--- config.mk ---
export PLATFORM = sky130hd
export DESIGN_NAME = rmq_pivot
export DESIGN_NICKNAME = d
export VERILOG_FILES = /design/src/rmq_pkg.sv /design/src/rmq_pivot.sv
export SDC_FILE = /design/constraint.sdc
export NUM_CORES = 1
export LEC_CHECK = 0
export BUFFER_PORTS_ARGS = -buffer_cell sky130_fd_sc_hd__buf_2
export CORE_MARGIN = 2
export CORE_UTILIZATION = 50
export CTS_BUF_LIST = sky130_fd_sc_hd__clkbuf_4
export CTS_CLUSTER_SIZE = 28
export DETAILED_ROUTE_END_ITERATION = 7
export PLACE_DENSITY_LB_ADDON = 0.15
export SYNTH_ARGS = -nofsm -noshare
export SYNTH_HDL_FRONTEND = slang
export SYNTH_SLANG_ARGS = --single-unit
--- constraint.sdc ---
create_clock -name clk -period 18.3 [get_ports clk]
set_input_delay 2.745 -clock clk [delete_from_list [all_inputs] [get_ports clk]]
set_output_delay 2.745 -clock clk [all_outputs]
set_load 0.005 [all_outputs]
--- src/rmq_pkg.sv ---
package rmq_pkg;

  localparam int MW = 16;
  localparam int TW = 19;
  localparam int SW = 18;
  localparam int NW = 30;
  localparam int RW = NW / 2;
  localparam int QW = 17;
  localparam int DW = NW;
  localparam int LAT = 1 + RW + 1 + QW + 1;

  localparam logic [1:0] PIV_X = 2'd0;
  localparam logic [1:0] PIV_Y = 2'd1;
  localparam logic [1:0] PIV_Z = 2'd2;
  localparam logic [1:0] PIV_W = 2'd3;

  typedef struct packed {
    logic signed [MW-1:0] m00;
    logic signed [MW-1:0] m01;
    logic signed [MW-1:0] m02;
    logic signed [MW-1:0] m10;
    logic signed [MW-1:0] m11;
    logic signed [MW-1:0] m12;
    logic signed [MW-1:0] m20;
    logic signed [MW-1:0] m21;
    logic signed [MW-1:0] m22;
  } rmq_req_t;

  typedef struct packed {
    logic signed [MW-1:0] qx;
    logic signed [MW-1:0] qy;
    logic signed [MW-1:0] qz;
    logic signed [MW-1:0] qw;
    logic [1:0]           pivot;
    logic                 degenerate;
  } rmq_res_t;

  typedef struct packed {
    logic [1:0]           pivot;
    logic                 degenerate;
    logic signed [SW-1:0] sa;
    logic signed [SW-1:0] sb;
    logic signed [SW-1:0] sc;
  } rmq_side_t;

  typedef struct packed {
    logic [1:0]           pivot;
    logic                 degenerate;
    logic [MW-1:0]        v;
    logic signed [MW-1:0] qa;
    logic signed [MW-1:0] qb;
    logic signed [MW-1:0] qc;
  } rmq_dres_t;

endpackage

--- src/rmq_pivot.sv ---
module rmq_pivot (
  input  logic               clk,
  input  logic               rst,
  input  logic               in_vld,
  input  rmq_pkg::rmq_req_t  req,
  output logic               out_vld,
  output logic [rmq_pkg::NW-1:0] n,
  output rmq_pkg::rmq_side_t side
);
  import rmq_pkg::*;

  logic signed [TW-1:0] t0, t1, t2, t3, tp;
  logic [1:0] p;
  logic signed [SW-1:0] s01p, s20p, s12p, s12m, s20m, s01m;
  rmq_side_t side_next;
  logic [NW-1:0] n_next;

  always_comb begin
    t0 = TW'(req.m00) - TW'(req.m11) - TW'(req.m22) + TW'(16384);
    t1 = -TW'(req.m00) + TW'(req.m11) - TW'(req.m22) + TW'(16384);
    t2 = -TW'(req.m00) - TW'(req.m11) + TW'(req.m22) + TW'(16384);
    t3 = TW'(req.m00) + TW'(req.m11) + TW'(req.m22) + TW'(16384);
    p = PIV_X;
    tp = t0;
    if (t1 > tp) begin
      p = PIV_Y;
      tp = t1;
    end
    if (t2 > tp) begin
      p = PIV_Z;
      tp = t2;
    end
    if (t3 > tp) begin
      p = PIV_W;
      tp = t3;
    end
    s01p = SW'(req.m01) + SW'(req.m10);
    s20p = SW'(req.m20) + SW'(req.m02);
    s12p = SW'(req.m12) + SW'(req.m21);
    s12m = SW'(req.m12) - SW'(req.m21);
    s20m = SW'(req.m20) - SW'(req.m02);
    s01m = SW'(req.m01) - SW'(req.m10);
    side_next.pivot = p;
    side_next.degenerate = tp[TW-1];
    unique case (p)
      PIV_X: begin
        side_next.sa = s01p;
        side_next.sb = s20p;
        side_next.sc = s12m;
      end
      PIV_Y: begin
        side_next.sa = s01p;
        side_next.sb = s12p;
        side_next.sc = s20m;
      end
      PIV_Z: begin
        side_next.sa = s20p;
        side_next.sb = s12p;
        side_next.sc = s01m;
      end
      default: begin
        side_next.sa = s12m;
        side_next.sb = s20m;
        side_next.sc = s01m;
      end
    endcase
    if (tp[TW-1]) n_next = '0;
    else n_next = {tp[NW-13:0], 12'b0};
  end

  always_ff @(posedge clk) begin
    if (rst) out_vld <= 1'b0;
    else out_vld <= in_vld;
    n <= n_next;
    side <= side_next;
  end
endmodule

# [Word-level counts from Yosys, hierarchy flattened]
# Index checks and enable logic that the tools add are counted.
[op_classes] n_addsub=19 magnitude_cmp=3 n_eq_ne=2 muxes=7 reduce_logical=1
[op_table] operator="$pmux W54 S3" n=1
[op_table] operator="$add A16 B16 Y17" n=4
[op_table] operator="$sub A16 B16 Y17" n=4
[op_table] operator="$gt A19 B19 Y1" n=3
[op_table] operator="$mux W19" n=3
[op_table] operator="$add A18 B16 Y19 const B" n=2
[op_table] operator="$add A19 B16 Y19" n=2
[op_table] operator="$add A19 B16 Y19 const B" n=2
[op_table] operator="$sub A19 B16 Y19" n=2
[op_table] operator="$neg A16 Y19" n=1
[op_table] operator="$add A17 B16 Y18" n=1
[op_table] operator="$sub A17 B16 Y18" n=1
[op_table] operator="$mux W2" n=2
[op_table] operator="$eq A2 B1 Y1 const B" n=1
[op_table] operator="$eq A2 B2 Y1 const B" n=1
[op_table] operator="$logic_not A2 Y1" n=1
[op_table] operator="$mux W1" n=1
[totals] reg_bits=88 elab_cells=40

# [Logic depth before layout (Yosys ltp)]
[logic_depth] word_depth=12 depth_mapped=61

# [Worst setup path after synthesis]
# No wires, ideal clock.
[synth_timing] path_kind="input -> register" startpoint="in req[131] in the netlist's numbering" endpoint="reg side[11] in the netlist's numbering" arrival_time_ns=13.259 required_time_ns=18.213 setup_slack_ns=4.954 path_stages=58 cell_sequence="nor2_1 nand2_1 nor3_1 nor4b_1 nand2_1 xor2_1 fa_1 ha_1 ha_1 a21oi_1 o21ai_0 a21oi_1 nand2_1 a21o_1 a21oi_1 xnor2_1 ha_1 nand2_1 (+22 left out) buf_4 buf_2 nand2_1 o21ai_0 ha_1 o21ai_0 a21oi_1 nor2_1 a21oi_1 a211oi_1 o21ai_0 a21oi_1 o21ai_0 a31oi_1 clkbuf_1 clkbuf_1 o2111ai_1 o31ai_1"
[synth_lines] element="start: declaration" line_no="rmq_pivot.sv:5" rtl="input rmq_pkg::rmq_req_t req,"
[synth_lines] element="end signal: assignment" line_no="rmq_pivot.sv:75" rtl="side <= side_next;"
[synth_lines] element="end: declaration" line_no="rmq_pivot.sv:8" rtl="output rmq_pkg::rmq_side_t side"

==> flow_summary.json <==
{
  "synth-main-ff-cell": "dfxtp_1",
  "fp.dieArea_mm2": 0.0306,
  "ant_nets": 0,
  "gr-usage-all-layers": 0.271,
  "synthArstFlopShare": 0,
  "status": "finished, final reports clean",
  "seq_area_frac_synth": 0.0999,
  "cts_tree": "done",
  "num-nets-final": 2526,
  "coreArea_mm2": 0.0288,
  "worst_slew_pin_slew_ns": 1.35,
  "start_util": 0.508,
  "grt_overflow": 0,
  "first_pass_iters": 7,
  "setup_slack_ns": 2.90,
  "clock_sinks": 73,
  "antenna_found_initial": 1,
  "finalHoldViolations": 0,
  "setup_viol": 0,
  "synth_edf_count": 0,
  "fmax_mhz": 64.9,
  "grt_start_max_net_pins": 61,
  "cp_max_fo": 51,
  "cp.arrival_ns": 15.78,
  "wire_per_inst_um": 17.4,
  "tns_ns": 0,
  "wirelength_mm": 41.9,
  "die_h_um": 175,
  "cts_root_buf": "clkbuf_4",
  "holdBufCountCts": 0,
  "final_cell_area_mm2": 0.0161,
  "viasPerCell": 5.54,
  "port_buffers": 222,
  "die-width_um": 175,
  "place_area_mm2": 0.0160,
  "slew_headroom": 0.0887,
  "yosysWarningCount": 0,
  "drive_gt1_frac": 0.136,
  "first_iter_violations": 768,
  "route.detailed.drc": 0,
  "synthesis.area_mm2": 0.0146,
  "hpwl_mm": 35.9,
  "hold_class": "in -> reg",
  "crit_type": "in -> reg",
  "critPathCaptureType": "flip-flop",
  "finalCritPeriodShare": 0.842,
  "critPathMostFrequentCell": "a21oi_1",
  "drv_cap": 0,
  "slowest_delay_ns": 1.10,
  "place_ws_ns": 2.51,
  "first_global_vias": 13200,
  "cts.clk_slew.worst_paths_ns": 0.13,
  "io_pins": 235,
  "area_growth_pct": 10.3,
  "finalMaxSlewViolations": 0,
  "synth_seq_cells": 73,
  "rows": 62,
  "crit_slowest_cell": "nor4b_1",
  "vias": 13300,
  "crit_path_start_kind": "primary input",
  "synthCells": 1832,
  "htreeDepth": 3,
  "required_ns": 18.67,
  "whs_endpoint": "out_vld$_SDFF_PP0_",
  "cts_buffers": 9,
  "synthDistinctLibCells": 78,
  "fin_crit_ns": 15.40,
  "rsz0062_at_grt": "no",
  "post_cts_buffers": 0,
  "hp-start": "rst",
  "cts_buffer_depth": 2,
  "postCtsResizedCells": 0,
  "holdPathStages": 2,
  "holdWs_ns": 2.41,
  "grt_first_pass_wirelength_mm": 66.2,
  "postSynthAreaPerCell_um2": 7.98,
  "finalWeightedCongestion": 0.987
}
==> cell type report <==
class	instances	area, um^2
repair buffers	227	1150
clock buffers	9	67.6
inverters	229	860
flip-flops and latches	73	1460
clock inverters	7	61.3
well taps	384	480
diodes	1	2.50
multi-input cells	1477	12000
fillers	2831	12600
==> synth_stat cells, types with 6 or more instances <==
cell type	count	share of area
o21ai_0	121	0.041
o21a_1	14	0.0072
buf_4	17	0.0087
nor3_1	47	0.016
nand2_1	114	0.029
dfxtp_1	73	0.10
fa_1	76	0.10
a31oi_1	14	0.0060
and3_1	8	0.0034
o21bai_1	18	0.0092
a21oi_1	126	0.043
o31ai_1	9	0.0046
nor2_1	126	0.032
o211ai_1	13	0.0067
a211oi_1	23	0.012
xor2_1	31	0.019
clkbuf_1	37	0.0095
inv_1	227	0.058
buf_2	7	0.0024
a221oi_1	11	0.0066
or3_1	18	0.0077
and2_1	9	0.0038
ha_1	286	0.24
nand4_1	10	0.0043
nor4_1	9	0.0038
nor3b_1	6	0.0031
o41ai_1	6	0.0036
a21boi_0	10	0.0051
xnor2_1	108	0.065
a21o_1	31	0.016
a2111oi_0	9	0.0054
nor2b_1	22	0.0094
nand2b_1	20	0.0086
nand3_1	43	0.015
mux2i_1	38	0.026
==> cell families after synthesis <==
logic type | share of synthesized area
buffers and inverters | 0.0807
muxes | 0.0314
AOI/OAI and AO/OA | 0.204
adders and majority gates | 0.349
xor gates and xnor gates | 0.0832
other | 0.000256
and+or+nand+nor | 0.152
DFF | 0.0999
==> routing by layer <==
metal	vias up	global-route usage	wire (um)	share of wire
met5	-	0	0	0
met4	0	0.0896	1220	0.029
met3	67	0.0141	1910	0.046
met2	382	0.481	20200	0.48
met1	6168	0.352	18500	0.44
li1	6706	-	-	-
==> per-stage QoR <==
| step | utilization | instances |
|---|---|---|
| 2_1_floorplan | - | 1843 |
| 3_3_place_gp | 0.556 | 2390 |
| 3_5_place_dp | 0.556 | 2390 |
| 4_1_cts | 0.560 | 2406 |
| 5_1_grt | 0.560 | 2407 |
| 6_report | 0.560 | 2407 |
==> registers in the layout (all words and copies together), names as in the netlist <==
register,flops
n,18
out_vld,1
side,54
==> layout by cell type (no fill, tap or decap), drive strengths merged, types with 9 or more instances in the layout <==
cell     instances
a2111oi          9
a211oi          23
a21boi          10
a21o            31
a21oi          128
a221oi          11
a31oi           15
and2             9
buf            227
clkbuf           9
conb            12
dfxtp           73
fa              76
ha             286
inv            232
mux2i           38
nand2          115
nand2b          20
nand3           43
nand4           10
nor2           129
nor2b           22
nor3            47
nor4            11
o211ai          13
o21a            14
o21ai          124
o21bai          18
o31ai            9
or3             18
xnor2          108
xor2            31
==> critical path, delay by kind of cell <==
kind / cells / cell delay [ns]
buffers and inverters: 3 / 1.10
AND/OR/NAND/NOR: 18 / 4.05
AO/OA/AOI/OAI: 24 / 5.36
XOR/XNOR: 2 / 0.40
adder cells (fa/ha/maj): 6 / 2.04
==> worst max-delay path by stage <==
| stage | startpoint | to | slack (ns) | depth (start not counted) |
|---|---|---|---|---|
| CTS | req[130] | side[20]$_DFF_P_ | 2.98 | 53 |
| floorplan | req[131] | side[11]$_DFF_P_ | 4.95 | 58 |
| finish | req[130] | side[20]$_DFF_P_ | 2.90 | 53 |
| global route | req[130] | side[20]$_DFF_P_ | 1.97 | 53 |
| detailed placement | req[130] | side[20]$_DFF_P_ | 2.51 | 53 |
| global placement | req[130] | side[20]$_DFF_P_ | 2.95 | 52 |
Power is not shown: default switching activity piles up to over one toggle a cycle in this logic, so the estimate is an artifact.
