[src/rmq_pkg.sv]
package rmq_pkg;

  localparam int MW = 16;
  localparam int TW = 19;
  localparam int SW = 18;
  localparam int NW = 30;
  localparam int RW = NW / 2;
  localparam int QW = 17;
  localparam int DW = NW;
  localparam int LAT = 1 + RW + 1 + QW + 1;

  localparam logic [1:0] PIV_X = 2'd0;
  localparam logic [1:0] PIV_Y = 2'd1;
  localparam logic [1:0] PIV_Z = 2'd2;
  localparam logic [1:0] PIV_W = 2'd3;

  typedef struct packed {
    logic signed [MW-1:0] m00;
    logic signed [MW-1:0] m01;
    logic signed [MW-1:0] m02;
    logic signed [MW-1:0] m10;
    logic signed [MW-1:0] m11;
    logic signed [MW-1:0] m12;
    logic signed [MW-1:0] m20;
    logic signed [MW-1:0] m21;
    logic signed [MW-1:0] m22;
  } rmq_req_t;

  typedef struct packed {
    logic signed [MW-1:0] qx;
    logic signed [MW-1:0] qy;
    logic signed [MW-1:0] qz;
    logic signed [MW-1:0] qw;
    logic [1:0]           pivot;
    logic                 degenerate;
  } rmq_res_t;

  typedef struct packed {
    logic [1:0]           pivot;
    logic                 degenerate;
    logic signed [SW-1:0] sa;
    logic signed [SW-1:0] sb;
    logic signed [SW-1:0] sc;
  } rmq_side_t;

  typedef struct packed {
    logic [1:0]           pivot;
    logic                 degenerate;
    logic [MW-1:0]        v;
    logic signed [MW-1:0] qa;
    logic signed [MW-1:0] qb;
    logic signed [MW-1:0] qc;
  } rmq_dres_t;

endpackage

[src/rmq_div.sv]
module rmq_div (
  input  logic                    clk,
  input  logic                    rst,
  input  logic                    in_vld,
  input  logic [rmq_pkg::RW-1:0]  root,
  input  logic [rmq_pkg::RW+1:0]  rem,
  input  rmq_pkg::rmq_side_t      in_side,
  output logic                    out_vld,
  output rmq_pkg::rmq_dres_t      dres
);
  import rmq_pkg::*;

  logic [MW-1:0]   v_in;
  logic [SW-1:0]   mag  [0:2];
  logic [DW-1:0]   dd_in [0:2];
  logic signed [SW-1:0] sv [0:2];

  logic            p_vld;
  logic [DW-1:0]   p_dd [0:2];
  logic            p_neg [0:2];
  logic [MW-1:0]   p_v;
  logic [1:0]      p_piv;
  logic            p_deg;

  logic            vld  [1:QW];
  logic [MW-1:0]   rr   [1:QW][0:2];
  logic [QW-1:0]   qq   [1:QW][0:2];
  logic            ng   [1:QW][0:2];
  logic [MW-1:0]   vv   [1:QW];
  logic [1:0]      pv   [1:QW];
  logic            dg   [1:QW];

  logic            s_vld [0:QW-1];
  logic [MW-1:0]   s_rr  [0:QW-1][0:2];
  logic [QW-1:0]   s_qq  [0:QW-1][0:2];
  logic            s_ng  [0:QW-1][0:2];
  logic [MW-1:0]   s_vv  [0:QW-1];
  logic [1:0]      s_pv  [0:QW-1];
  logic            s_dg  [0:QW-1];
  logic [MW:0]     tr    [0:QW-1][0:2];
  logic            ge    [0:QW-1][0:2];
  logic signed [MW-1:0] qs [0:2];
  logic [QW-1:0]   qf;

  always_comb begin
    v_in = MW'(root) + MW'(rem > (RW+2)'(root));
    sv[0] = in_side.sa;
    sv[1] = in_side.sb;
    sv[2] = in_side.sc;
    for (int l = 0; l < 3; l++) begin
      mag[l] = sv[l][SW-1] ? SW'(-sv[l]) : SW'(sv[l]);
      dd_in[l] = {mag[l][DW-13:0], 12'b0} + DW'(v_in >> 1);
    end
  end

  always_ff @(posedge clk) begin
    if (rst) p_vld <= 1'b0;
    else p_vld <= in_vld;
    for (int l = 0; l < 3; l++) begin
      p_dd[l]  <= dd_in[l];
      p_neg[l] <= sv[l][SW-1];
    end
    p_v   <= v_in;
    p_piv <= in_side.pivot;
    p_deg <= in_side.degenerate;
  end

  always_comb begin
    s_vld[0] = p_vld;
    s_vv[0]  = p_v;
    s_pv[0]  = p_piv;
    s_dg[0]  = p_deg;
    for (int l = 0; l < 3; l++) begin
      s_rr[0][l] = MW'(p_dd[l][DW-1:QW]);
      s_qq[0][l] = p_dd[l][QW-1:0];
      s_ng[0][l] = p_neg[l];
    end
    for (int k = 1; k < QW; k++) begin
      s_vld[k] = vld[k];
      s_vv[k]  = vv[k];
      s_pv[k]  = pv[k];
      s_dg[k]  = dg[k];
      for (int l = 0; l < 3; l++) begin
        s_rr[k][l] = rr[k][l];
        s_qq[k][l] = qq[k][l];
        s_ng[k][l] = ng[k][l];
      end
    end
    for (int k = 0; k < QW; k++) begin
      for (int l = 0; l < 3; l++) begin
        tr[k][l] = {s_rr[k][l], s_qq[k][l][QW-1]};
        ge[k][l] = tr[k][l] >= {1'b0, s_vv[k]};
      end
    end
  end

  always_ff @(posedge clk) begin
    for (int k = 0; k < QW; k++) begin
      if (rst) vld[k+1] <= 1'b0;
      else vld[k+1] <= s_vld[k];
      vv[k+1] <= s_vv[k];
      pv[k+1] <= s_pv[k];
      dg[k+1] <= s_dg[k];
      for (int l = 0; l < 3; l++) begin
        if (ge[k][l]) rr[k+1][l] <= MW'(tr[k][l] - {1'b0, s_vv[k]});
        else rr[k+1][l] <= tr[k][l][MW-1:0];
        qq[k+1][l] <= {s_qq[k][l][QW-2:0], ge[k][l]};
        ng[k+1][l] <= s_ng[k][l];
      end
    end
  end

  always_comb begin
    qf = '0;
    for (int l = 0; l < 3; l++) begin
      qf = qq[QW][l];
      if (vv[QW] == '0) qs[l] = '0;
      else if (ng[QW][l]) begin
        if (qf >= QW'(32768)) qs[l] = -16'sd32768;
        else qs[l] = MW'(-qf);
      end else begin
        if (qf > QW'(32767)) qs[l] = 16'sd32767;
        else qs[l] = MW'(qf);
      end
    end
    dres.pivot      = pv[QW];
    dres.degenerate = dg[QW];
    dres.v          = vv[QW];
    dres.qa         = qs[0];
    dres.qb         = qs[1];
    dres.qc         = qs[2];
  end

  assign out_vld = vld[QW];
endmodule

[config.mk]
export PLATFORM = sky130hd
export DESIGN_NAME = rmq_div
export DESIGN_NICKNAME = d
export VERILOG_FILES = /design/src/rmq_pkg.sv /design/src/rmq_div.sv
export SDC_FILE = /design/constraint.sdc
export NUM_CORES = 2
export LEC_CHECK = 0
export BUFFER_PORTS_ARGS = -buffer_cell sky130_fd_sc_hd__buf_2
export CAP_MARGIN = 30
export CORE_MARGIN = 2
export CORE_UTILIZATION = 50
export DETAILED_ROUTE_END_ITERATION = 6
export PLACE_DENSITY = 0.66
export RECOVER_POWER = 25
export SLEW_MARGIN = 20
export SYNTH_ARGS = -nofsm -noshare
export SYNTH_HDL_FRONTEND = slang
export SYNTH_SLANG_ARGS = --single-unit
export TNS_END_PERCENT = 30
[constraint.sdc]
create_clock -name clk -period 5.86 [get_ports clk]
set_clock_uncertainty 0.05 [all_clocks]
set_input_delay 0.293 -clock clk [delete_from_list [all_inputs] [get_ports clk]]
set_output_delay 0.293 -clock clk [all_outputs]
set_load 0.01 [all_outputs]
==> After elaboration in Yosys (flattened, before gate mapping) <==
Memory sizes are Yosys's and may differ from the RTL's.
Cells that the tools add are included.
Widths: inputs -> output; s select.
{ "totals": {"n_memories": 9, "wordCells": 440, "mem_bits_ro": 0, "output_inout_bits": 68, "reg_bits": 20, "latch_bits": 0, "ramBits": 2167} }
{ "classes": {"n_shift": 0, "n_mux": 239, "add_sub_neg": 61, "n_lt_le_gt_ge": 58, "div_mod_pow": 0, "reduce_logical": 1, "eq_ne": 0, "n_bitwise": 68, "mul": 0} }
{ "mem_list": {"columns": ["memory", "words", "width", "rd", "rd_clocked_by_memory_dff", "write_ports", "line", "source"], "rows": [
  ["qq", 17, 51, 17, 0, 17, "rmq_div.sv:27", "logic [QW-1:0] qq [1:QW][0:2];"],
  ["rr", 17, 48, 16, 0, 17, "rmq_div.sv:26", "logic [MW-1:0] rr [1:QW][0:2];"],
  ["vv", 17, 16, 17, 0, 17, "rmq_div.sv:29", "logic [MW-1:0] vv [1:QW];"],
  ["p_dd", 3, 30, 3, 0, 3, "rmq_div.sv:19", "logic [DW-1:0] p_dd [0:2];"],
  ["ng", 17, 3, 17, 0, 17, "rmq_div.sv:28", "logic ng [1:QW][0:2];"],
  ["pv", 17, 2, 17, 0, 17, "rmq_div.sv:30", "logic [1:0] pv [1:QW];"],
  ["+3 memories", null, null, null, null, null, null, null]
]} }
{ "op_table": {"columns": ["op", "count"], "rows": [
  ["$mux 16", 63],
  ["$ge 17x16->1", 48],
  ["$sub 16x16->16", 48],
  ["$mux 1", 173],
  ["$add 30x15->30", 3],
  ["$or 1x1->1", 68],
  ["$mux 18", 3],
  ["$neg 18->18", 3],
  ["$ge 17x16->1 const B", 3],
  ["$gt 17x15->1 const B", 3],
  ["$ge 14x16->1", 3],
  ["$neg 16->16", 3],
  ["$sub 14x16->16", 3],
  ["$gt 17x15->1", 1],
  ["$add 15x1->16", 1],
  ["$logic_not 16->1", 1]
]} }

==> Logic depth before layout (Yosys ltp) <==
An unclocked memory read counts as a cell.
{ "logic_depth": {"word_depth": 5, "ltp_mapped": 25} }

==> Least setup slack after synthesis <==
Ideal clock, no wire load.
{ "synth_timing": {"path_type": "input to register", "startpoint": "in root[1] in the netlist's numbering", "endpoint": "mem p_dd[0][29] in the netlist's numbering", "t_required_ns": 5.718, "setup_time_ns": 0.092, "path_buffers": 0, "t_arrival_ns": 4.352, "setup_slack_ns": 1.366, "path_stages": 23, "cell_sequence": "inv_1 > ha_1 > nor2b_1 > o21a_1 > o21a_1 > o21a_1 > o21ai_0 > a21boi_0 > o2111ai_1 > a31oi_1 > ha_1 > ha_1 > nand2_1 > nor4_1 > xnor2_1 > inv_1 > ha_1 > a21o_1 > a21oi_1 > nor4_1 > nand2_1 > or3_1 > o32ai_1"} }
{ "synth_lines": {"columns": ["element", "line", "source"], "rows": [
  ["start: declaration", "rmq_div.sv:5", "input logic [rmq_pkg::RW-1:0] root,"],
  ["end: declaration", "rmq_div.sv:19", null]
]} }

==> run_results.csv <==
group,metric,value,unit
sta,finalCritPeriodShare,93.9,%
placement,gp_congestion,0.945,
placement,post_dp_cell_area,86800,um2
yosys,syn_nets,9605,
yosys,syn_avg_cell_area,9.66,um2
sta,clock.fmax,182,MHz
global_route,track_usage,26.0,%
route,drc,0,
placement,hpwl,180,mm
setup_path,worst_setup_path_end_kind,"flop",
floorplan,placementRows,149,
yosys,netlist_area,83500,um2
yosys,dominantRegCellSynth,"dfxtp_1",
global_route,grt_max_degree,38,
yosys,synth_top_cell_area_share,41.4,%
global_route,grt_pass1_wl,347,mm
yosys,synth-seq-cells,1725,
sta,setup_viol,0,
setup_path,path_max_fanout,5,
layout,final_cell_mix,"1725 x dfxtp_1, 820 x ha_1, 668 x a21oi_1",
route,drt_iter0_markers,4730,
floorplan,start_util,50.5,%
sta,hold_viol_final,0,
placement,port_buffers,159,
cts,htree_levels,4,
floorplan,coreArea,165000,um2
outcome,status,"finished clean",
route,routed-via-count,64644,
cts,cts_root_buf,"clkbuf_16",
route,routedWlPerCell,20.0,um
yosys,synth.distinct_cells,100,
yosys,yosysWarnings,0,
yosys,ys_top_cells_by_area,"dfxtp_1 41%, ha_1 12%, mux2_2 5.2%",
cts,clkLatencyLatePin,830,ps
yosys,yosysSeqAreaShare,41.4,%
setup_path,worstPathRequired,6570,ps
power_and_ir_drop,power_density,643,nW/um2
cts,cts_tree,"yes",
sta,fin_setup_tns,0,ps
layout,final_common_cell,"dfxtp_1",
power_and_ir_drop,p_leak,40.8,nW
sta,period_needed,5500,ps
yosys,synth_edf_count,0,
route,routed_wl,227,mm
layout,post_route_cells_drive_above_1_share,11.3,%
yosys,synthCells,8641,
layout,area_delta_synth_final,13.1,%
sta,slew_viol_final,0,
setup_path,worstSetupStartpointType,"input port",
floorplan,die_w,413,um
layout,fillCellCount,14419,
yosys,synth_area_leader_cell,"dfxtp_1",
layout,fin_cells,11349,
layout,final_cell_area,94500,um2
yosys,async_flop_share,0,%
floorplan,die_h,413,um
route,vias_per_cell,5.70,
route,antenna_left,0,
cts,clockBufferDepth,3,
power_and_ir_drop,ir_drop,375,uV
setup_path,worst_ep_arrival_time,6210,ps
cts,cts_sinks,1725,
flow_run,cap_violations,0,
floorplan,ios,160,
route,drt-pass1-iter-count,6,
global_route,grt-ovfl-total,0,
placement,dp_cells,10884,
power_and_ir_drop,p_total,60.8,mW
sta,rsz0062_at_grt,"no",
global_route,grt_pass1_vias,62382,
setup_path,worstSetupPathType,"in -> reg",
cts,cts_inserted_buffers,181,
layout,nets,9972,
sta,relSlewSlack,36.8,%
sta,worstMarginPinSlew,948,ps
global_route,antenna_found_initial,7,
hold_path,hold_path.class,"in -> reg",
cts,clk_pin_slew,60,ps
floorplan,dieArea,170000,um2
[registers in the layout (all words and copies together) (netlist names)]
signal and cells:
rr 768, qq 615, vv 146, p_dd 54
ng 51, pv 34, dg 17, vld 17
p_v 16, p_neg 3, p_piv 2, p_deg 1
p_vld 1
[worst paths after layout]
kind | startpoint | to | slack [ps] | cells after the start
max reg2reg | qq[0][450] | rr[0][462] | 2020 | 10
min reg2reg | qq[0][221] | qq[0][273] | 240 | 0
min | in_side[19] | p_dd[0][53] | 120 | 5
max | root[1] | p_dd[0][26] | 360 | 25
[report_power, final]
group	internal, mW	total (mW)	leakage [nW]	switching [mW]
Combinational	13.6	29.5	23.3	15.9
Clock	6.83	11.8	3.03	4.98
Sequential	16.3	19.4	14.5	3.14
Total	36.7	60.8	40.8	24.0
[layer usage]
metal  up-vias  global-route usage, %  wire (um)
met5         -                      0          0
met4         0                   7.45       5950
met3       393                   3.55      12300
met2      1847                   43.6     106000
met1     30707                   34.8     103000
li1      31697                      -          -
[Yosys cell counts, drive strengths merged, types with 50 or more instances]
| library cell | n |
|---|---|
| inv | 568 |
| a21oi | 671 |
| nand2b | 111 |
| nor3 | 196 |
| nor4 | 66 |
| o31ai | 95 |
| xor2 | 219 |
| nand2 | 429 |
| a31oi | 77 |
| or3 | 81 |
| clkbuf | 68 |
| mux2 | 406 |
| nand3 | 153 |
| a21o | 206 |
| o31a | 52 |
| ha | 821 |
| nor2 | 585 |
| nor2b | 149 |
| nand4 | 127 |
| xnor2 | 406 |
| o21a | 145 |
| or2 | 50 |
| dfxtp | 1725 |
| o21ai | 484 |
| fa | 51 |
| mux2i | 78 |
| buf | 62 |
[cells by family (layout without fill, tap and decap cells)]
| family | after synthesis | in the layout | synth area share (%) |
|---|---|---|---|
| other | 0 | 1 | 0 |
| AND/OR/NAND/NOR | 2100 | 2100 | 12.5 |
| buffers and inverters | 699 | 1217 | 3.27 |
| adder cells (fa/ha/maj) | 872 | 872 | 13.5 |
| XOR/XNOR | 625 | 625 | 6.57 |
| AO/OA/AOI/OAI | 2136 | 2136 | 16.4 |
| multiplexers | 484 | 484 | 6.44 |
| flip-flops | 1725 | 1725 | 41.4 |
[stage by stage]
| stage | utilization [%] | setup WS, ps | hold slack (ps) |
|---|---|---|---|
| after floorplan | - | 1370 | 260 |
| after global placement | 52.4 | 620 | 260 |
| after detailed placement | 52.5 | 513 | 262 |
| after CTS | 57.1 | 314 | 50.7 |
| after global routing | 57.1 | 46.0 | 95.5 |
| final | 57.1 | 357 | 122 |
[area by class of cell]
cell class	instances	area, um2	share of cell area, %
Tap cell	2189	2740	2.90
Timing Repair Buffer	314	2340	2.47
Inverter	569	2140	2.26
Sequential cell	1725	34500	36.6
Clock inverter	99	1330	1.41
Antenna cell	1	2.50	0.00265
Clock buffer	235	4980	5.28
Multi-Input combinational cell	6217	46400	49.1
[worst max-delay path, stage by stage]
cell and delay, ps:
dlygate4sd3_1 520, buf_2 150, inv_1 60, ha_1 300, nor2b_1 130, o21a_1 160
o21a_1 180, o21a_1 160, o21ai_0 150, a21boi_0 130, o2111ai_1 210, a31oi_1 140
ha_2 220, and3_1 190, nand4_1 190, nor3_2 60, dlygate4sd3_1 560, buf_4 180
ha_1 340, a21oi_1 90, or4_1 480, or4_1 500, nor3_2 150, xnor2_1 120
dlygate4sd3_1 550
[repair_timing]
| action | CTS | global route |
|---|---|---|
| hold buffers | 127 | 0 |
| resized for setup | 0 | 5 |
| hold endpoints to repair | 93 | 0 |
| endpoints found under the setup margin | 0 | 5 |
| buffers inserted | 0 | 0 |
No activity file was read; power rests on OpenSTA's default activity.
