### src/rmq_pkg.sv
package rmq_pkg;

  localparam int MW = 16;
  localparam int TW = 19;
  localparam int SW = 18;
  localparam int NW = 30;
  localparam int RW = NW / 2;
  localparam int QW = 17;
  localparam int DW = NW;
  localparam int LAT = 1 + RW + 1 + QW + 1;

  localparam logic [1:0] PIV_X = 2'd0;
  localparam logic [1:0] PIV_Y = 2'd1;
  localparam logic [1:0] PIV_Z = 2'd2;
  localparam logic [1:0] PIV_W = 2'd3;

  typedef struct packed {
    logic signed [MW-1:0] m00;
    logic signed [MW-1:0] m01;
    logic signed [MW-1:0] m02;
    logic signed [MW-1:0] m10;
    logic signed [MW-1:0] m11;
    logic signed [MW-1:0] m12;
    logic signed [MW-1:0] m20;
    logic signed [MW-1:0] m21;
    logic signed [MW-1:0] m22;
  } rmq_req_t;

  typedef struct packed {
    logic signed [MW-1:0] qx;
    logic signed [MW-1:0] qy;
    logic signed [MW-1:0] qz;
    logic signed [MW-1:0] qw;
    logic [1:0]           pivot;
    logic                 degenerate;
  } rmq_res_t;

  typedef struct packed {
    logic [1:0]           pivot;
    logic                 degenerate;
    logic signed [SW-1:0] sa;
    logic signed [SW-1:0] sb;
    logic signed [SW-1:0] sc;
  } rmq_side_t;

  typedef struct packed {
    logic [1:0]           pivot;
    logic                 degenerate;
    logic [MW-1:0]        v;
    logic signed [MW-1:0] qa;
    logic signed [MW-1:0] qb;
    logic signed [MW-1:0] qc;
  } rmq_dres_t;

endpackage

### src/rmq_sqrt.sv
module rmq_sqrt (
  input  logic                    clk,
  input  logic                    rst,
  input  logic                    in_vld,
  input  logic [rmq_pkg::NW-1:0]  n,
  input  rmq_pkg::rmq_side_t      in_side,
  output logic                    out_vld,
  output logic [rmq_pkg::RW-1:0]  root,
  output logic [rmq_pkg::RW+1:0]  rem,
  output rmq_pkg::rmq_side_t      out_side
);
  import rmq_pkg::*;

  logic            vld  [1:RW];
  logic [NW-1:0]   nn   [1:RW];
  logic [RW-1:0]   rt   [1:RW];
  logic [RW+1:0]   rm   [1:RW];
  rmq_side_t       sd   [1:RW];

  logic            s_vld [0:RW-1];
  logic [NW-1:0]   s_nn  [0:RW-1];
  logic [RW-1:0]   s_rt  [0:RW-1];
  logic [RW+1:0]   s_rm  [0:RW-1];
  rmq_side_t       s_sd  [0:RW-1];
  logic [RW+3:0]   r4    [0:RW-1];
  logic [RW+3:0]   trial [0:RW-1];
  logic            win   [0:RW-1];

  always_comb begin
    s_vld[0] = in_vld;
    s_nn[0]  = n;
    s_rt[0]  = '0;
    s_rm[0]  = '0;
    s_sd[0]  = in_side;
    for (int k = 1; k < RW; k++) begin
      s_vld[k] = vld[k];
      s_nn[k]  = nn[k];
      s_rt[k]  = rt[k];
      s_rm[k]  = rm[k];
      s_sd[k]  = sd[k];
    end
    for (int k = 0; k < RW; k++) begin
      r4[k]    = {s_rm[k], s_nn[k][NW-1:NW-2]};
      trial[k] = {2'b00, s_rt[k], 2'b01};
      win[k]   = r4[k] >= trial[k];
    end
  end

  always_ff @(posedge clk) begin
    for (int k = 0; k < RW; k++) begin
      if (rst) vld[k+1] <= 1'b0;
      else vld[k+1] <= s_vld[k];
      nn[k+1] <= {s_nn[k][NW-3:0], 2'b00};
      rt[k+1] <= {s_rt[k][RW-2:0], win[k]};
      if (win[k]) rm[k+1] <= (RW+2)'(r4[k] - trial[k]);
      else rm[k+1] <= r4[k][RW+1:0];
      sd[k+1] <= s_sd[k];
    end
  end

  assign out_vld  = vld[RW];
  assign root     = rt[RW];
  assign rem      = rm[RW];
  assign out_side = sd[RW];
endmodule

### config.mk
export PLATFORM = sky130hd
export DESIGN_NAME = rmq_sqrt
export DESIGN_NICKNAME = d
export VERILOG_FILES = /design/src/rmq_pkg.sv /design/src/rmq_sqrt.sv
export SDC_FILE = /design/constraint.sdc
export NUM_CORES = 1
export LEC_CHECK = 0
export BUFFER_PORTS_ARGS = -buffer_cell sky130_fd_sc_hd__clkbuf_2
export CAP_MARGIN = 20
export CORE_ASPECT_RATIO = 1.2
export CORE_MARGIN = 2
export CORE_UTILIZATION = 27
export CTS_BUF_LIST = sky130_fd_sc_hd__clkbuf_8
export DETAILED_ROUTE_END_ITERATION = 12
export GPL_TIMING_DRIVEN = 1
export HOLD_SLACK_MARGIN = 0.05
export PLACE_DENSITY = 0.43
export SETUP_SLACK_MARGIN = 0.05
export SKIP_LAST_GASP = 1
export SLEW_MARGIN = 20
export SYNTH_ARGS = -nofsm -noshare
export SYNTH_HDL_FRONTEND = slang
export SYNTH_SLANG_ARGS = --single-unit
### constraint.sdc
create_clock -name clk -period 2.5 [get_ports clk]
set_input_delay 0.5 -clock clk [delete_from_list [all_inputs] [get_ports clk]]
set_output_delay 0.5 -clock clk [all_outputs]
set_load 0.01 [all_outputs]
# Word-level counts from Yosys, hierarchy flattened
# Memories as Yosys holds them, arrays and structs flattened.
# Index checks and enable logic that the tools add are counted.
dict set report totals {
  regBits 0
  latchBits 0
  ram_bits 1770
  rom_bits 0
  input_bits 90
  output_inout_bits 90
  word_cells 143
  mem_count 5
}
dict set report op_classes {
  add_sub_neg 15
  n_mul 0
  div 0
  magnitude_cmp 15
  eq_ne 0
  shifts 0
  mux 78
  bitwise_logic 30
  reduce_logical 0
}
# memory words width read_ports rd_ports_with_merged_regs write_ports line
set mem_list {}
lappend mem_list {sd 15 57 15 0 15 rmq_sqrt.sv:18} ;# rmq_side_t sd [1:RW];
lappend mem_list {nn 15 28 14 0 15 rmq_sqrt.sv:15} ;# logic [NW-1:0] nn [1:RW];
lappend mem_list {rm 15 17 15 0 15 rmq_sqrt.sv:17} ;# logic [RW+1:0] rm [1:RW];
lappend mem_list {rt 15 15 15 0 15 rmq_sqrt.sv:16} ;# logic [RW-1:0] rt [1:RW];
lappend mem_list {vld 15 1 15 0 15 rmq_sqrt.sv:14} ;# logic vld [1:RW];
# cell n
set op_table {}
lappend op_table {{greater-or-equal comparator 19 x 17 -> 1 bit} 14}
lappend op_table {{2-to-1 mux 17 bit} 15}
lappend op_table {{subtractor 17 bit} 14}
lappend op_table {{2-to-1 mux 1 bit} 63}
lappend op_table {{bitwise OR 1 bit} 30}
lappend op_table {{subtractor 2 x 1 -> 3 bit, second input constant} 1}
lappend op_table {{greater-or-equal comparator 2 x 1 -> 1 bit, second input constant} 1}

# Depth between registers and ports, before layout
# Gate-level depths: netlist of the first run.
# An unclocked memory read counts as a cell.
dict set report logic_depth {
  depth_word 5
  ltp_mapped 11
  ltp_nobuf 9
}

# Least setup slack after synthesis of the first run
# Ideal clock, no wire load.
dict set report synth_timing {
  path_type {register -> register}
  startpoint {register rt[0][210] (netlist name)}
  endpoint {register rm[0][265] (netlist name)}
  setup_time_ps 121
  arrival_ps 2251
  required_time_ps 2379
  path_slack_ps 128
  path_stages_with_launch 10
  n_path_buf 1
  period_less_slack_ps 2372
  path_cell_list {dfxtp_1 -> inv_1 -> ha_1 -> o21a_1 -> nor4_2 -> o21ai_0 -> a21boi_1 -> o31ai_4 -> buf_4 -> mux2_2}
}

==> results of run 1 <==
## final cells by class
type	count	area share, %
repair buffers	386	5.682
diodes	2	0.01025
clock buffers	280	7.891
multi-input cells	1263	19.33
clock inverters	114	1.891
flip-flops and latches	1437	58.94
inverters	173	1.330
well taps	1925	4.932
## timing repair
action | CTS | global route
resized for setup | 12 | 70
endpoints found under the hold margin | 103 | 0
hold buffers | 103 | 0
endpoints found under the setup margin | 31 | 77
setup buffers | 0 | 8
gates cloned | 0 | 1
pin swaps | 0 | 8
## cells by family (layout without fill, tap and decap cells)
kind of cell | Yosys count | after routing | share of synthesized area (%)
buf+inv | 223 | 953 | 2.380
flops | 1437 | 1437 | 74.25
fa+ha+maj | 137 | 137 | 4.424
other cells | 1 | 3 | 0.009678
compound gates | 388 | 388 | 6.530
xor+xnor | 167 | 167 | 3.775
simple gates | 518 | 518 | 7.162
mux | 52 | 52 | 1.473
## sequential cells by signal, summed over array words and instances, names as in the netlist
signal  cells
rm        237
rt        120
sd        855
nn        210
vld        15
## worst max path at each step
stage                                  start                 end  slack [ns]  depth (start not counted)
after floorplan           rt[0][210]$_DFF_P_  rm[0][265]$_DFF_P_        0.13                          9
after CTS                 rt[0][198]$_DFF_P_  rm[0][250]$_DFF_P_        0.05                          8
after global placement    rt[0][206]$_DFF_P_  rm[0][240]$_DFF_P_       -0.23                          9
final                     rt[0][204]$_DFF_P_  rm[0][250]$_DFF_P_        0.09                          9
after global routing       rt[0][92]$_DFF_P_  rm[0][132]$_DFF_P_       0.002                          8
after detailed placement  rt[0][206]$_DFF_P_  rm[0][245]$_DFF_P_       -0.14                          9
## layout by cell type, fill, tap and decap left out, drive strengths merged, types with 30 or more instances in the layout
cell type    Yosys  final
a21o            35     35
a21oi          116    116
buf             34    103
clkbuf          16    460
dfxtp         1437   1437
dlygate4sd3      0    103
ha             137    137
inv            173    245
mux2            40     40
nand2           85     85
nand3           30     30
nor2           129    129
nor2b           32     32
nor3            62     62
nor4            32     32
o21a            34     34
o21ai           74     74
xnor2           88     88
xor2            79     79
## metal layers
metal / global-route usage (%) / part of all wire [%] / vias to the layer above
met1: 9.186 / 40 / 9416
li1: - / - / 10924
met3: 3.128 / 5.5 / 211
met4: 5.998 / 4.9 / 2
met5: 0 / 0.020 / -
met2: 15.88 / 50 / 426
## worst max-delay path, cell delays in order (launching register included)
cell and delay [ns]:
dfxtp_1 0.33, inv_1 0.07, ha_4 0.25, nand4_1 0.18
nor4_4 0.09, or4_4 0.45, nor4_4 0.26, nand2_2 0.18
clkbuf_16 0.21, mux2_2 0.26
## stage by stage
step | power (mW) | instance area, um^2 | setup WS [ns] | std cells
floorplan | 31.36 | 38750 | 0.1280 | 2923
global route | 56.92 | 48840 | 0.001932 | 5580
finish | 53.66 | 48840 | 0.09210 | 5580
global placement | 33.54 | 42540 | -0.2290 | 5072
detailed placement | 33.54 | 42540 | -0.1363 | 5072
CTS | 54.58 | 48400 | 0.04694 | 5569
## power by group through the flow
stage	Clock (mW)	Sequential [mW]	Combinational, mW
6_report	20.2	26.8	6.71
3_3_place_gp	0	27.2	6.32
2_1_floorplan	0	26.8	4.52
5_1_grt	22.3	27.1	7.55
3_5_place_dp	0	27.2	6.31
4_1_cts	21.3	26.7	6.52
==> results.sh, run 1 <==
export IMPL_synth_top_cells_by_area="dfxtp_1 74%, ha_1 4.4%, xnor2_1 2.0%"
export IMPL_grt_max_degree=20
export IMPL_finalMaxSlewViolations=0
export IMPL_grt_pass1_wl_mm=105.6
export IMPL_start_util_pct=27.13
export IMPL_die_y_um=419.0
export IMPL_grt_setup_unrepaired="true"
export IMPL_overflow=0
export IMPL_worst_pin_slew_ns=0.5316
export IMPL_tns_ns=0
export IMPL_cp_start_kind="flip-flop"
export IMPL_setup_viol=0
export IMPL_hold_viol=0
export IMPL_synth_edf_count=0
export IMPL_final_layout_size_suffix_gt1_share_pct=20.42
export IMPL_p_int_mw=40.07
export IMPL_avgSynthCellArea_um2=13.26
export IMPL_area_sequential_um2=28780
export IMPL_cts_num_sinks=1437
export IMPL_fin_skew_ns=0.08272
export IMPL_clk_insertion_delay_late_ns=0.93
export IMPL_hold_path_startpoint="n[10]"
export IMPL_nFillCells=14184
export IMPL_worst_r2r_setup_slack_ns=0.09
export IMPL_die_area_um2=146600
export IMPL_synth_top_area_share_pct=74.25
export IMPL_ys_async_sr_fraction_pct=0
export IMPL_firstDrtPassIters=5
export IMPL_endpoint_kind="flip-flop"
export IMPL_relSlewSlack_pct=64.24
export IMPL_final_period_utilization_pct=96.32
export IMPL_synth_seq_cells=1437
export IMPL_tritoncts="yes"
export IMPL_ant_nets=0
export IMPL_cts_buffers=222
export IMPL_swShare_pct=25.31
export IMPL_crit_required_ns=3.29
export IMPL_maxCapViolCount=0
export IMPL_vias=20979
export IMPL_power_switching_mw=13.58
export IMPL_grt_use_total_pct=9.103
export IMPL_synth_common_cells="1437 x dfxtp_1, 172 x inv_1, 137 x ha_1"
export IMPL_yosysWarnings=0
export IMPL_whs_endpoint="nn[0][38]$_DFF_P_"
export IMPL_ys_seq_area_share_pct=74.25
export IMPL_nets=3710
export IMPL_viasPerCell=3.760
export IMPL_syn_area_um2=38750
export IMPL_timing_fmax_mhz=415.3
export IMPL_core_um2=142800
export IMPL_cts_root_buffer="clkbuf_8"
export IMPL_r2r_end="rm[0][250]$_DFF_P_"
export IMPL_finalWirelength_mm=65.58
export IMPL_power_density_nw_per_um2=1099
export IMPL_clk_path_buf_depth=3
export IMPL_hold_class="input port to flip-flop"
export IMPL_post_synth_top_count_cell="dfxtp_1"
export IMPL_hold_depth=2
export IMPL_num_rows=152
export IMPL_crit_type="flip-flop to flip-flop"
export IMPL_pwr_share_comb_pct=12.5
export IMPL_multiInputGateArea_um2=9439
export IMPL_grt_pass1_vias=21803
export IMPL_syn_to_final_growth_pct=26.05
export IMPL_vdd_drop_max_v=0.0005541
export IMPL_synth_flop_cell="dfxtp_1"
export IMPL_gp_congestion=0.8472
export IMPL_crit_arrival_ns=3.20
export IMPL_port_buffers=179
export IMPL_place_hpwl_mm=43.71
export IMPL_power_frac_seq_pct=49.9
export IMPL_avgRoutedWirePerCell_um=11.75
export IMPL_p_clk_share_pct=37.6
export IMPL_synth_nets=3150
export IMPL_whs_ns=0.2261
export IMPL_reg2reg_depth=9
export IMPL_yosysTopAreaCell="dfxtp_1"
export IMPL_clk_pin_slew_ns=0.06
export IMPL_status="finished, final reports clean"
export IMPL_crit_fanout=8
export IMPL_htree_num_levels=4
export IMPL_grt_antenna_before_repair=4
export IMPL_p_leak_nw=21.77
export IMPL_fin_crit_ns=2.408
export IMPL_r2r_start="rt[0][204]$_DFF_P_"
export IMPL_synth_cells=2923
export IMPL_drtIter0Drc=694
export IMPL_final_util_pct=34.19
export IMPL_ios=180
export IMPL_synth_cell_types=83
export IMPL_fp_dieW_um=349.8
export IMPL_drc=0
No activity file was read; power rests on OpenSTA's default activity.
==> inputs of run 2 (changes only) <==
--- a/config.mk
+++ b/config.mk
@@ -5,6 +5,7 @@
 export SDC_FILE = /design/constraint.sdc
 export NUM_CORES = 1
 export LEC_CHECK = 0
+export ABC_AREA = 1
 export BUFFER_PORTS_ARGS = -buffer_cell sky130_fd_sc_hd__clkbuf_2
 export CAP_MARGIN = 20
 export CORE_ASPECT_RATIO = 1.2
==> results.sh, run 2 <==
export IMPL_status="finished, final reports clean"
export IMPL_finalWirelength_mm=82.63
export IMPL_synth_cells=4245
export IMPL_avgSynthCellArea_um2=9.974
export IMPL_hold_depth=2
export IMPL_clk_insertion_delay_late_ns=0.93
export IMPL_fin_skew_ns=0.05299
export IMPL_finalMaxSlewViolations=0
export IMPL_placed_cells=6489
export IMPL_nets=4943
export IMPL_synth_seq_cells=1437
export IMPL_yosysTopAreaCell="dfxtp_1"
export IMPL_cts_num_sinks=1437
export IMPL_core_um2=156200
export IMPL_grt_setup_unrepaired="true"
export IMPL_reg_largest_list="sd (855), rm (237), nn (210)"
export IMPL_final_util_pct=33.09
export IMPL_ys_seq_area_share_pct=67.94
export IMPL_firstDrtPassIters=6
export IMPL_setup_viol=0
export IMPL_die_area_um2=160000
export IMPL_final_period_utilization_pct=87.90
export IMPL_whs_endpoint="sd[0][102]$_DFF_P_"
export IMPL_hold_class="input port to flip-flop"
export IMPL_synth_top_cells_by_area="dfxtp_1 68%, nand2_1 9.9%, inv_1 5.4%"
export IMPL_crit_required_ns=3.30
export IMPL_fp_dieW_um=365.5
export IMPL_cp_start_kind="flip-flop"
export IMPL_place_hpwl_mm=59.86
export IMPL_crit_fanout=19
export IMPL_post_dp_cell_area_um2=45660
export IMPL_grt_pass1_vias=26655
export IMPL_p_leak_nw=25.39
export IMPL_grt_antenna_before_repair=4
export IMPL_vdd_drop_max_v=0.0005521
export IMPL_drtIter0Drc=989
export IMPL_hold_viol=0
export IMPL_ios=180
export IMPL_crit_type="flip-flop to flip-flop"
export IMPL_mostFrequentLayoutCell="dfxtp_1"
export IMPL_port_buffers=179
export IMPL_regMostFlops="sd"
export IMPL_synth_cell_types=47
export IMPL_overflow=0
export IMPL_grt_use_total_pct=10.45
export IMPL_mostFrequentLayoutCells="1437 x dfxtp_1, 1111 x nand2_1, 664 x inv_1"
export IMPL_cts_root_buffer="clkbuf_8"
export IMPL_gp_congestion=0.8322
export IMPL_syn_to_final_growth_pct=22.03
export IMPL_worst_pin_slew_ns=0.7320
export IMPL_worst_r2r_setup_slack_ns=0.30
export IMPL_relSlewSlack_pct=50.83
export IMPL_timing_fmax_mhz=455.1
export IMPL_synth_common_cells="1437 x dfxtp_1, 1112 x nand2_1, 606 x inv_1"
export IMPL_ant_nets=0
export IMPL_final_cells=6987
export IMPL_clk_pin_slew_ns=0.06
export IMPL_syn_area_um2=42340
export IMPL_start_util_pct=27.11
export IMPL_avgRoutedWirePerCell_um=11.83
export IMPL_synth_edf_count=0
export IMPL_num_rows=159
export IMPL_htree_num_levels=4
export IMPL_cts_buffers=225
export IMPL_grt_max_degree=20
export IMPL_fin_area_um2=51670
export IMPL_viasPerCell=3.779
export IMPL_largest_reg_flops=855
export IMPL_synth_flop_cell="dfxtp_1"
export IMPL_vias=26404
export IMPL_drc=0
export IMPL_post_synth_top_count_cell="dfxtp_1"
export IMPL_r2r_end="rm[0][256]$_DFF_P_"
export IMPL_r2r_start="rt[0][218]$_DFF_P_"
export IMPL_clk_path_buf_depth=3
export IMPL_tns_ns=0
export IMPL_yosysWarnings=0
export IMPL_tritoncts="yes"
export IMPL_crit_arrival_ns=3.00
export IMPL_hold_path_startpoint="in_side[45]"
export IMPL_synth_top_area_share_pct=67.94
export IMPL_synth_nets=4472
export IMPL_ys_async_sr_fraction_pct=0
export IMPL_reg2reg_depth=12
export IMPL_endpoint_kind="flip-flop"
export IMPL_maxCapViolCount=0
export IMPL_grt_pass1_wl_mm=132.8
export IMPL_fin_crit_ns=2.197
export IMPL_totalPowerFinal_mw=57.20
export IMPL_power_density_nw_per_um2=1107
export IMPL_die_y_um=437.8
export IMPL_final_layout_size_suffix_gt1_share_pct=12.74
[run 2: cell types whose count changed after synthesis, moves of 33 or more]
cell | previous run | this run
a21o_1 | 35 | 2
inv_1 | 172 | 606
mux2_2 | 38 | 0
nand2_1 | 84 | 1112
nand3_1 | 30 | 178
nand4_1 | 23 | 87
nor2_1 | 129 | 219
xnor2_1 | 88 | 25
[run 2: per-stage QoR]
step	setup WS (ns)	hold slack, ns
2_1_floorplan	0.7959	0.3096
3_5_place_dp	0.1146	0.3121
3_3_place_gp	0.08770	0.3095
5_1_grt	0.04588	0.1016
4_1_cts	0.1121	0.05249
6_report	0.3026	0.2248
[run 2: timing repair]
action	CTS	global route
hold endpoints to repair	103	0
buffers inserted	0	0
setup endpoints to repair	0	28
hold buffers	93	0
resized for setup	0	2
[run 2: kinds of logic (layout without fill, tap and decap cells)]
group	Yosys count	in the layout	synth area share [%]
fa+ha+maj	137	137	4.048
buf+inv	663	1309	6.277
other cells	1	4	0.008857
compound gates	188	188	2.400
xor+xnor	84	84	1.738
simple gates	1735	1735	17.59
flops	1437	1437	67.94
[run 2: worst max-delay path by stage]
stage          slack, ns               start                 end
2_1_floorplan       0.80  rt[0][190]$_DFF_P_  rm[0][229]$_DFF_P_
3_3_place_gp        0.09  rt[0][220]$_DFF_P_  rm[0][265]$_DFF_P_
3_5_place_dp        0.11  rt[0][220]$_DFF_P_  rm[0][256]$_DFF_P_
4_1_cts             0.11  rt[0][218]$_DFF_P_  rm[0][270]$_DFF_P_
5_1_grt             0.05  rt[0][217]$_DFF_P_  rm[0][256]$_DFF_P_
6_report            0.30  rt[0][218]$_DFF_P_  rm[0][256]$_DFF_P_
[run 2: area by class of cell]
type                    count  area, um^2
repair buffers            293        1984
multi-input cells        2145       10920
fillers                 16111      104500
clock buffers             293        4033
flip-flops and latches   1437       28770
well taps                2093        2619
inverters                 614        2307
clock inverters           109        1028
diodes                      3       7.507
[run 2: layer usage]
layer	GRT usage, %	vias up	part of all wire (%)
li1	-	14014	-
met1	11.44	11717	42
met2	18.20	465	49
met3	2.879	208	4.6
met4	5.655	0	4.0
met5	0	-	0
[run 2: worst max-delay path, stage by stage (launching register included)]
cell and delay (ns):
dfxtp_1 0.33, inv_1 0.05, ha_1 0.33, nand2_1 0.13
inv_1 0.06, nand2_1 0.13, nor2_1 0.06, nand2_1 0.11
nand3_1 0.12, nand2_2 0.33, nand2_4 0.23, nand2_1 0.10
o21ai_0 0.07
[run 2: power by group]
part	leakage [nW]	switching (mW)	internal, mW	total, mW
clock network	2.80	8.89	12.4	21.3
logic	10.5	5.68	3.19	8.87
registers	12.1	1.50	25.5	27.0
==> inputs of run 3 (changes only) <==
--- a/config.mk
+++ b/config.mk
@@ -6,7 +6,7 @@
 export NUM_CORES = 1
 export LEC_CHECK = 0
 export ABC_AREA = 1
-export BUFFER_PORTS_ARGS = -buffer_cell sky130_fd_sc_hd__clkbuf_2
+export BUFFER_PORTS_ARGS = -buffer_cell sky130_fd_sc_hd__buf_4
 export CAP_MARGIN = 20
 export CORE_ASPECT_RATIO = 1.2
 export CORE_MARGIN = 2
==> results.sh, run 3 (synthesis gave the netlist of run 2 again) <==
export IMPL_status="finished, final reports clean"
export IMPL_grt_max_degree=20
export IMPL_firstDrtPassIters=7
export IMPL_die_y_um=437.8
export IMPL_cp_slowest_cell="dfxtp_1"
export IMPL_mostFrequentLayoutCell="dfxtp_1"
export IMPL_place_hpwl_mm=59.84
export IMPL_whs_endpoint="nn[0][55]$_DFF_P_"
export IMPL_grt_met3_usage_pct=3.058
export IMPL_r2r_end="rm[0][126]$_DFF_P_"
export IMPL_final_cells=7026
export IMPL_grt_pass1_vias=26705
export IMPL_crit_required_ns=3.36
export IMPL_totalPowerFinal_mw=56.87
export IMPL_top_usage_layer="met2"
export IMPL_crit_fanout=8
export IMPL_hold_depth=2
export IMPL_crit_arrival_ns=3.03
export IMPL_pre_cts_ws_ns=0.07556
export IMPL_endpoint_kind="flip-flop"
export IMPL_largest_reg_flops=855
export IMPL_ant_nets=0
export IMPL_grt_setup_unrepaired="false"
export IMPL_cts_buffers=230
export IMPL_drtIter0Drc=1056
export IMPL_finalWirelength_mm=83.36
export IMPL_grt_antenna_before_repair=3
export IMPL_multiInputGateArea_um2=10920
export IMPL_tns_ns=0
export IMPL_ios=180
export IMPL_fp_dieW_um=365.5
export IMPL_regMostFlops="sd"
export IMPL_finalMaxSlewViolations=0
export IMPL_start_util_pct=27.11
export IMPL_fin_skew_ns=0.05061
export IMPL_final_period_utilization_pct=86.68
export IMPL_port_buffers=179
export IMPL_vdd_drop_max_v=0.0005345
export IMPL_grt_pass1_wl_mm=133.5
export IMPL_die_area_um2=160000
export IMPL_cp_start_kind="flip-flop"
export IMPL_hold_viol=0
export IMPL_p_leak_nw=25.60
export IMPL_syn_to_final_growth_pct=23.39
export IMPL_setup_slack_ns=0.3330
export IMPL_vias=26702
export IMPL_r2r_start="rt[0][94]$_DFF_P_"
export IMPL_timing_fmax_mhz=461.5
export IMPL_clk_insertion_delay_late_ns=0.94
export IMPL_grt_use_total_pct=10.49
export IMPL_tritoncts="yes"
export IMPL_final_layout_size_suffix_gt1_share_pct=13.10
export IMPL_power_density_nw_per_um2=1088
export IMPL_hold_class="input port to flip-flop"
export IMPL_area_sequential_um2=28770
export IMPL_gp_congestion=0.8419
export IMPL_nFillCells=16187
export IMPL_fin_crit_ns=2.167
export IMPL_crit_top_cell="nand2_1"
export IMPL_avgRoutedWirePerCell_um=11.86
export IMPL_drc=0
export IMPL_worst_pin_slew_ns=0.7989
export IMPL_cp_top_family="simple AND/OR/NAND/NOR gates"
export IMPL_crit_chain="inv_1, ha_1, a21oi_1, nand2_1, a21oi_2, nand2_1, nor2_2, buf_4, nand2_1, nand2_1"
export IMPL_clk_path_buf_depth=3
export IMPL_hold_path_startpoint="n[27]"
export IMPL_mostFrequentLayoutCells="1437 x dfxtp_1, 1111 x nand2_1, 665 x inv_1"
export IMPL_relSlewSlack_pct=46.33
export IMPL_nets=4969
export IMPL_viasPerCell=3.800
export IMPL_crit_type="flip-flop to flip-flop"
export IMPL_num_rows=159
export IMPL_placed_cells=6491
export IMPL_use_met1_pct=11.53
export IMPL_maxCapViolCount=0
export IMPL_clk_pin_slew_ns=0.06
export IMPL_cts_num_sinks=1437
export IMPL_cts_root_buffer="clkbuf_8"
export IMPL_overflow=0
export IMPL_worst_r2r_setup_slack_ns=0.33
export IMPL_reg_largest_list="sd (855), rm (237), nn (210)"
export IMPL_max_stage_delay_ns=0.33
export IMPL_grt_use_met2_pct=18.19
export IMPL_reg2reg_depth=10
export IMPL_htree_num_levels=4
export IMPL_core_um2=156200
export IMPL_setup_viol=0
export IMPL_worstPathBufferInverterCount=2
==> run 3: cell types whose count changed in the layout (fill, tap and decap cells not counted), moves of 2 or more <==
| cell | change |
|---|---|
| clkbuf_8 | +3 |
| inv_12 | +3 |
| dlygate4sd3_1 | +16 |
| clkbuf_2 | -179 |
| buf_4 | +184 |
| clkinv_2 | +18 |
| inv_16 | +2 |
| bufinv_16 | -10 |
==> run 3: worst max-delay path by stage <==
stage / start / cells after the start / slack (ns) / endpoint
finish: rt[0][94]$_DFF_P_ / 10 / 0.33 / rm[0][126]$_DFF_P_
global route: rt[0][62]$_DFF_P_ / 11 / 0.09 / rm[0][87]$_DFF_P_
CTS: rt[0][221]$_DFF_P_ / 10 / 0.06 / rm[0][267]$_DFF_P_
detailed placement: rt[0][221]$_DFF_P_ / 10 / 0.08 / rm[0][267]$_DFF_P_
global placement: rt[0][221]$_DFF_P_ / 10 / 0.07 / rm[0][256]$_DFF_P_
floorplan: rt[0][190]$_DFF_P_ / 11 / 0.80 / rm[0][229]$_DFF_P_
==> run 3: report_power, final <==
group	internal [mW]	total, mW	switching, mW
Sequential	25.5	27.0	1.51
Combinational	3.36	9.06	5.70
Clock	11.7	20.8	9.16
Total	40.5	56.9	16.4
==> run 3: layout make-up <==
| class | instances | area share (%) |
|---|---|---|
| multi-input combinational | 2145 | 20.91 |
| antenna | 2 | 0.009579 |
| timing repair buffer | 314 | 5.034 |
| clock inverter | 125 | 1.760 |
| inverter | 614 | 4.416 |
| clock buffer | 296 | 7.798 |
| sequential | 1437 | 55.06 |
| tap | 2093 | 5.012 |
==> run 3: worst reg2reg max path: stages, from the launching register on <==
cell	delay, ns
dfxtp_1	0.33
inv_1	0.05
ha_1	0.33
a21oi_1	0.22
nand2_1	0.13
a21oi_2	0.21
nand2_1	0.15
nor2_2	0.28
buf_4	0.23
nand2_1	0.07
nand2_1	0.10
==> run 3: what timing repair did <==
| action | 4_1_cts | 5_1_grt |
|---|---|---|
| gates resized for setup | 0 | 2 |
| setup endpoints to repair | 0 | 33 |
| setup buffers | 0 | 3 |
| hold buffers | 109 | 0 |
| endpoints found under the hold margin | 103 | 0 |
==> run 3: stage by stage <==
step	instance area, um^2	util [%]	hold slack (ns)
2_1_floorplan	42340	-	0.3096
3_3_place_gp	46130	29.54	0.3095
3_5_place_dp	46130	29.54	0.3121
4_1_cts	52210	33.43	0.05293
5_1_grt	52250	33.45	0.09902
6_report	52250	33.45	0.2308
==> run 3: per-layer routing <==
layer,share of wire [%],up-vias,wire [um]
met5,0,-,0
met4,3.7,0,3066
met3,4.8,216,3972
met2,49,499,41220
met1,42,11901,35100
li1,-,14086,-
